## config.mk

```make
export PLATFORM = sky130hd
export DESIGN_NAME = imu_binary_frame_deframer_unit
export DESIGN_NICKNAME = d
export VERILOG_FILES = /design/src/rtl/core/imubfd_pkg.sv /design/src/rtl/core/imubfd_extract.sv /design/src/rtl/core/imu_binary_frame_deframer_unit.sv
export SDC_FILE = /design/constraint.sdc
export NUM_CORES = 1
export LEC_CHECK = 0
export ABC_CLOCK_PERIOD_IN_PS = 37100
export BUFFER_PORTS_ARGS = -buffer_cell sky130_fd_sc_hd__buf_2
export CORE_AREA = 2 2 289 205
export DETAILED_ROUTE_END_ITERATION = 10
export DIE_AREA = 0 0 291 207
export PLACE_DENSITY = 0.76
export RECOVER_POWER = 25
export SLEW_MARGIN = 20
export SYNTH_ARGS = -nofsm -noshare
export SYNTH_HDL_FRONTEND = slang
export SYNTH_SLANG_ARGS = --single-unit
```

## constraint.sdc

```tcl
create_clock -name clk_i -period 37.1 [get_ports clk_i]
set_clock_uncertainty 0.05 [all_clocks]
set_input_delay 3.71 -clock clk_i [delete_from_list [all_inputs] [get_ports clk_i]]
set_output_delay 3.71 -clock clk_i [all_outputs]
set_load 0.02 [all_outputs]
```

## src/rtl/core/imubfd_pkg.sv

```systemverilog
// Shared types and constants of the IMU binary frame deframer.
// No dependencies.
`default_nettype none

package imubfd_pkg;

  localparam logic [7:0] SYNC_LEAD   = 8'hAA;
  localparam logic [7:0] SYNC_DBL    = 8'h55;
  localparam logic [7:0] SYNC_DBL_ID = 8'h05;
  localparam logic [7:0] SYNC_INT    = 8'h44;
  localparam logic [7:0] SYNC_INT_ID = 8'h13;

  localparam int unsigned BODY_DBL_LEN = 54;
  localparam int unsigned BODY_INT_LEN = 46;
  localparam int unsigned HDR_INT_SKIP = 3;

  // the final body byte is taken straight from the input, the rest from the tap line
  localparam int unsigned TAP_CNT = BODY_DBL_LEN - 1;
  localparam int unsigned TAP_W   = TAP_CNT * 8;
  localparam int unsigned BODY_W  = BODY_DBL_LEN * 8;

  localparam int unsigned CNT_W = 6;
  localparam logic [CNT_W-1:0] LAST_DBL = CNT_W'(BODY_DBL_LEN - 1);
  localparam logic [CNT_W-1:0] LAST_INT = CNT_W'(HDR_INT_SKIP + BODY_INT_LEN - 1);

  localparam int unsigned DATA_W = 32 + 6 * 64;

  typedef enum logic {
    KIND_DBL = 1'b0,
    KIND_INT = 1'b1
  } frame_kind_e;

  typedef struct packed {
    frame_kind_e kind;
    logic [31:0] time_ms;
    logic [63:0] gyro_x;
    logic [63:0] gyro_y;
    logic [63:0] gyro_z;
    logic [63:0] accel_x;
    logic [63:0] accel_y;
    logic [63:0] accel_z;
  } imubfd_result_t;

endpackage

`default_nettype wire

```

## src/rtl/core/imubfd_extract.sv

```systemverilog
// Field extraction: maps the tap line onto the frame body and decodes
// the time and axis words. Depends on imubfd_pkg.
`default_nettype none

module imubfd_extract
  import imubfd_pkg::*;
(
  input  frame_kind_e    kind_i,
  input  logic [TAP_W-1:0] taps_i,     // tap 0 (bits 7:0) is the newest byte
  input  logic [7:0]     last_byte_i,
  output imubfd_result_t result_o
);

  logic [BODY_W-1:0] body_dbl;
  logic [BODY_W-1:0] body_int;
  logic [BODY_W-1:0] body;

  function automatic logic [63:0] sext32(input logic [31:0] w);
    return {{32{w[31]}}, w};
  endfunction

  always_comb begin
    body_dbl = '0;
    body_int = '0;
    for (int i = 0; i < BODY_DBL_LEN - 1; i++) begin
      body_dbl[i*8 +: 8] = taps_i[(BODY_DBL_LEN - 2 - i)*8 +: 8];
    end
    body_dbl[(BODY_DBL_LEN - 1)*8 +: 8] = last_byte_i;
    for (int i = 0; i < BODY_INT_LEN - 1; i++) begin
      body_int[i*8 +: 8] = taps_i[(BODY_INT_LEN - 2 - i)*8 +: 8];
    end
    body_int[(BODY_INT_LEN - 1)*8 +: 8] = last_byte_i;
    body = (kind_i == KIND_DBL) ? body_dbl : body_int;
  end

  always_comb begin
    result_o.kind    = kind_i;
    result_o.time_ms = body[2*8 +: 32];
    if (kind_i == KIND_DBL) begin
      result_o.gyro_x  = body[6*8  +: 64];
      result_o.gyro_y  = body[14*8 +: 64];
      result_o.gyro_z  = body[22*8 +: 64];
      result_o.accel_x = body[30*8 +: 64];
      result_o.accel_y = body[38*8 +: 64];
      result_o.accel_z = body[46*8 +: 64];
    end else begin
      // integer frame: axes stored in reverse order, y axes flipped
      result_o.gyro_x  = sext32(body[42*8 +: 32]);
      result_o.gyro_y  = 64'd0 - sext32(body[38*8 +: 32]);
      result_o.gyro_z  = sext32(body[34*8 +: 32]);
      result_o.accel_x = sext32(body[30*8 +: 32]);
      result_o.accel_y = 64'd0 - sext32(body[26*8 +: 32]);
      result_o.accel_z = sext32(body[22*8 +: 32]);
    end
  end

endmodule

`default_nettype wire

```

## src/rtl/core/imu_binary_frame_deframer_unit.sv

```systemverilog
// IMU binary frame deframer, top level.
// Hunts sync headers, collects frame bodies in a byte tap line and emits one
// result per frame. Depends on imubfd_pkg and imubfd_extract.
//
// Usage:
//   Slave stream takes one raw byte per transaction (tdata[7:0]); one byte can
//   be taken every cycle. Master stream gives one transaction per whole frame:
//   tuser = frame kind (0 double, 1 integer), tdata = time_ms, gyro_x/y/z,
//   accel_x/y/z from the lowest bit up.
//   Latency: the result is valid the cycle after the final body byte is taken.
//   Throughput: 1 byte per cycle outside a receiver stall; the decode is a single
//   pass from the state and tap registers into the output register.
//   Reset clears the hunt state and drops any result not yet taken.
//   Receiver stall: bytes keep flowing while a result waits; only the final
//   byte of the next frame is held off (tready low) until the waiting result
//   is taken.
`default_nettype none

module imu_binary_frame_deframer_unit
  import imubfd_pkg::*;
(
  input  logic              clk_i,
  input  logic              rst_ni,
  input  logic              s_axis_tvalid_i,
  output logic              s_axis_tready_o,
  input  logic [7:0]        s_axis_tdata_i,   // [7:0] data_byte
  output logic              m_axis_tvalid_o,
  input  logic              m_axis_tready_i,
  // [31:0] time_ms, [95:32] gyro_x, [159:96] gyro_y, [223:160] gyro_z,
  // [287:224] accel_x, [351:288] accel_y, [415:352] accel_z
  output logic [DATA_W-1:0] m_axis_tdata_o,
  output logic              m_axis_tuser_o    // [0] frame_kind
);

  logic [15:0]      sync_q, sync_d;
  logic             in_frame_q, in_frame_d;
  frame_kind_e      kind_q, kind_d;
  logic [CNT_W-1:0] cnt_q, cnt_d;
  logic [TAP_W-1:0] taps_q;
  logic             out_valid_q, out_valid_d;
  imubfd_result_t   result_q;
  imubfd_result_t   result;

  logic             in_acc;
  logic             frame_end;
  logic [CNT_W-1:0] last_cnt;

  assign last_cnt  = (kind_q == KIND_DBL) ? LAST_DBL : LAST_INT;
  assign frame_end = in_frame_q && (cnt_q == last_cnt);

  assign s_axis_tready_o = !(frame_end && out_valid_q && !m_axis_tready_i);
  assign in_acc          = s_axis_tvalid_i && s_axis_tready_o;

  imubfd_extract u_extract (
    .kind_i      (kind_q),
    .taps_i      (taps_q),
    .last_byte_i (s_axis_tdata_i),
    .result_o    (result)
  );

  always_comb begin
    sync_d      = sync_q;
    in_frame_d  = in_frame_q;
    kind_d      = kind_q;
    cnt_d       = cnt_q;
    out_valid_d = out_valid_q && !m_axis_tready_i;
    if (in_acc) begin
      if (!in_frame_q) begin
        if (sync_q == {SYNC_LEAD, SYNC_DBL} && s_axis_tdata_i == SYNC_DBL_ID) begin
          in_frame_d = 1'b1;
          kind_d     = KIND_DBL;
          cnt_d      = '0;
          sync_d     = '0;
        end else if (sync_q == {SYNC_LEAD, SYNC_INT} && s_axis_tdata_i == SYNC_INT_ID) begin
          in_frame_d = 1'b1;
          kind_d     = KIND_INT;
          cnt_d      = '0;
          sync_d     = '0;
        end else begin
          sync_d = {sync_q[7:0], s_axis_tdata_i};
        end
      end else if (frame_end) begin
        in_frame_d  = 1'b0;
        cnt_d       = '0;
        sync_d      = '0;
        out_valid_d = 1'b1;
      end else begin
        cnt_d = cnt_q + CNT_W'(1);
      end
    end
  end

  always_ff @(posedge clk_i or negedge rst_ni) begin
    if (!rst_ni) begin
      sync_q      <= '0;
      in_frame_q  <= 1'b0;
      kind_q      <= KIND_DBL;
      cnt_q       <= '0;
      out_valid_q <= 1'b0;
    end else begin
      sync_q      <= sync_d;
      in_frame_q  <= in_frame_d;
      kind_q      <= kind_d;
      cnt_q       <= cnt_d;
      out_valid_q <= out_valid_d;
    end
  end

  // byte tap line, shifted only by frame bytes
  always_ff @(posedge clk_i) begin
    if (in_acc && in_frame_q) begin
      taps_q <= {taps_q[TAP_W-9:0], s_axis_tdata_i};
    end
  end

  always_ff @(posedge clk_i) begin
    if (in_acc && frame_end) begin
      result_q <= result;
    end
  end

  assign m_axis_tvalid_o = out_valid_q;
  assign m_axis_tuser_o  = result_q.kind;
  assign m_axis_tdata_o  = {result_q.accel_z, result_q.accel_y, result_q.accel_x,
                            result_q.gyro_z, result_q.gyro_y, result_q.gyro_x,
                            result_q.time_ms};

endmodule

`default_nettype wire

```

==> metrics.cfg <==
[critical_path]
crit_buf_inv=1
crit_type=flop to flop
worstSetupStartpointType=flop
endpoint_kind=flop
slowest_stage=clkbuf_1
critical_path.max_fanout=150
max_stage_delay_ps=4680
rr_worst_depth=5
crit_arrival_ps=11290
cp.depth=5
path_delay_family=buffers and inverters
worstPathCellList=clkbuf_1, nand4_1, a221oi_2, a31oi_1, o31ai_1
worstPathRequired_ps=37430

[final_layout]
drive_above_1_share=0.307
final_util=0.655
n_fill_cell=3957
area_delta_synth_final_pct=16.4
post-route-cell-area_um2=37800
nets=2378

[logic_synthesis]
synth_top_area_frac=0.763
synthTopCellsByCount=edfxtp_1, inv_1, mux2_2
avgSynthCellArea_um2=16.9
synth.most_common_cell=edfxtp_1
synthesis.area_um2=32500
ys_top_cells_by_area=edfxtp_1, mux2_2, o21ai_0
async_reset_ff_frac=0.0294
ys_types=75
yosysTopAreaCell=edfxtp_1
synth.ff_latch_count=850
syn_inst=1924
synth_edf_count=825
syn_nets=1939
ys_warn_count=0
ys.flop_type=edfxtp_1
seq_area_frac_synth=0.782

[clock_network]
cts_hold_buf=0
clkSinkCount=850
cts_tree=yes
numCtsBuffers=78
htreeDepth=3
clkTransAtPathRegs_ps=60
insertion_delay_ps=630
cts_root_buffer=clkbuf_16
postCtsSetupBuffers=0
cts-resized-gates=0
clock_path_buffers=3

[drt]
via_count=18600
drt_iter0_markers=2318
routed_via_density=5.83
routed_wl_mm=80.2
wl_per_cell_um=25.2
route.detailed.drc=0
final_antenna_net_count=0
drt_pass1_iterations=5

[outcome]
violations=capacitance limit, slew limit
status=finished, violations left

[timing]
setup_viol=0
slew_violations=431
slew_headroom=-3.39
fmax_mhz=91.3
worst_slew_pin_slew_ps=6580
finalCriticalPeriod_ps=10960
hold_viol_final=0
rsz0062_at_grt=false
post-route-period-util=0.295
tns_ps=0

[global_route]
overflow=0
grt_pass1_vias=18000
grt_antenna_before_repair=6
grt_start_max_net_pins=172
grtUsageTotal=0.262
grt_pass1_wl_mm=116

[placed_design]
port_buffers=430
placed_area_um2=35300
dp_hpwl_mm=54.6
routabilityCongestion=0.915

[floorplanning]
die-area_um2=60200
ios=431
core_um2=57700
die_w_um=291
rows=74
initial_utilization=0.563
fp.dieH_um=207

[worst_hold_path]
hp-class=flop to flop
hold_depth=0

[pwr]
p_leak_uw=0.0134
p_per_area_nw_per_um2=48.4
fin_total_pwr_uw=1830
ir_drop_mv=0.0311

[run]
cap_violations=5

cells by family (layout without fill, tap and decap cells):
group,count (synthesis),count (layout),share of synthesized area
simple gates,215,215,0.0378
flops,850,850,0.782
other cells,0,2,0
fa+ha+maj,3,3,0.00116
buf+inv,292,791,0.0364
xor+xnor,34,34,0.00917
compound gates,330,330,0.0640
mux,200,200,0.0691
path summary, 6_finish.rpt:
path                        startpoint                  end  slack (ps)
hold / removal             taps_q[296]          taps_q[304]         390
setup reg to reg                kind_q  m_axis_tdata_o[319]       26140
min in group asynchronous       rst_ni      m_axis_tvalid_o        3020
hold reg to reg            taps_q[296]          taps_q[304]         390
max in group asynchronous       rst_ni           sync_q[14]       33600
setup / recovery                kind_q  m_axis_tdata_o[319]       26140
stage by stage:
| stage | std cells | setup slack, ps | hold slack, ps |
|---|---|---|---|
| finish | 3185 | 26140 | 388 |
| global route | 3183 | 25210 | 393 |
| CTS | 3183 | 28830 | 385 |
| detailed placement | 3043 | 28840 | 380 |
| global placement | 3043 | 28850 | 377 |
| floorplan | 1924 | 3230 | 372 |
area by class of cell:
class                   instances  area, µm²  area share
flip-flops and latches        850      25400       0.672
diodes                          2       5.00    0.000132
multi-input cells             782       5900       0.156
well taps                     760        951      0.0252
repair buffers                451       2300      0.0610
inverters                     200        751      0.0199
clock inverters                49        463      0.0123
clock buffers                  91       2000      0.0530
placed cells by master (no fill, tap or decap), types with 10 or more instances in the layout:
| cell | n |
|---|---|
| o31ai_1 | 18 |
| buf_2 | 430 |
| edfxtp_1 | 825 |
| mux2_2 | 156 |
| xor2_1 | 10 |
| clkbuf_16 | 78 |
| nor2_1 | 19 |
| o21ai_0 | 174 |
| or3_1 | 12 |
| nor3_1 | 36 |
| nand2_1 | 41 |
| mux2_1 | 36 |
| nand3_1 | 22 |
| dfrtp_1 | 25 |
| clkinv_2 | 16 |
| a21oi_1 | 10 |
| o21ai_1 | 30 |
| clkinv_1 | 12 |
| nor4_1 | 15 |
| nor3b_1 | 17 |
| inv_1 | 199 |
| a22o_1 | 19 |
| buf_4 | 15 |
| clkbuf_1 | 18 |
| xnor2_1 | 24 |
worst reg2reg max path: stages (launching register included):
cell and delay [ps]:
dfrtp_1 1770, clkbuf_1 4730, nand4_1 2450, a221oi_2 1120
a31oi_1 170, o31ai_1 440
power by group:
part	total, µW	internal, µW	switching [µW]
combinational	5.54	2.33	3.20
sequential	1040	1040	1.42
clock	784	433	351
flip-flops by register name, indices dropped and copies added (netlist names):
register,count
in_frame_q,1
cnt_q,6
kind_q,1
sync_q,16
taps_q,408
m_axis_tdata_o,416
m_axis_tvalid_o,1
m_axis_tuser_o,1
layer usage:
layer / vias up / part of all wire / wire length, µm / GRT usage
li1: 8177 / - / - / -
met5: - / 0.00010 / 8 / 0
met4: 2 / 0.033 / 2680 / 0.0931
met2: 958 / 0.44 / 35200 / 0.370
met3: 153 / 0.11 / 8880 / 0.0853
met1: 9277 / 0.42 / 33500 / 0.384
No activity file was read; power rests on OpenSTA's default activity.
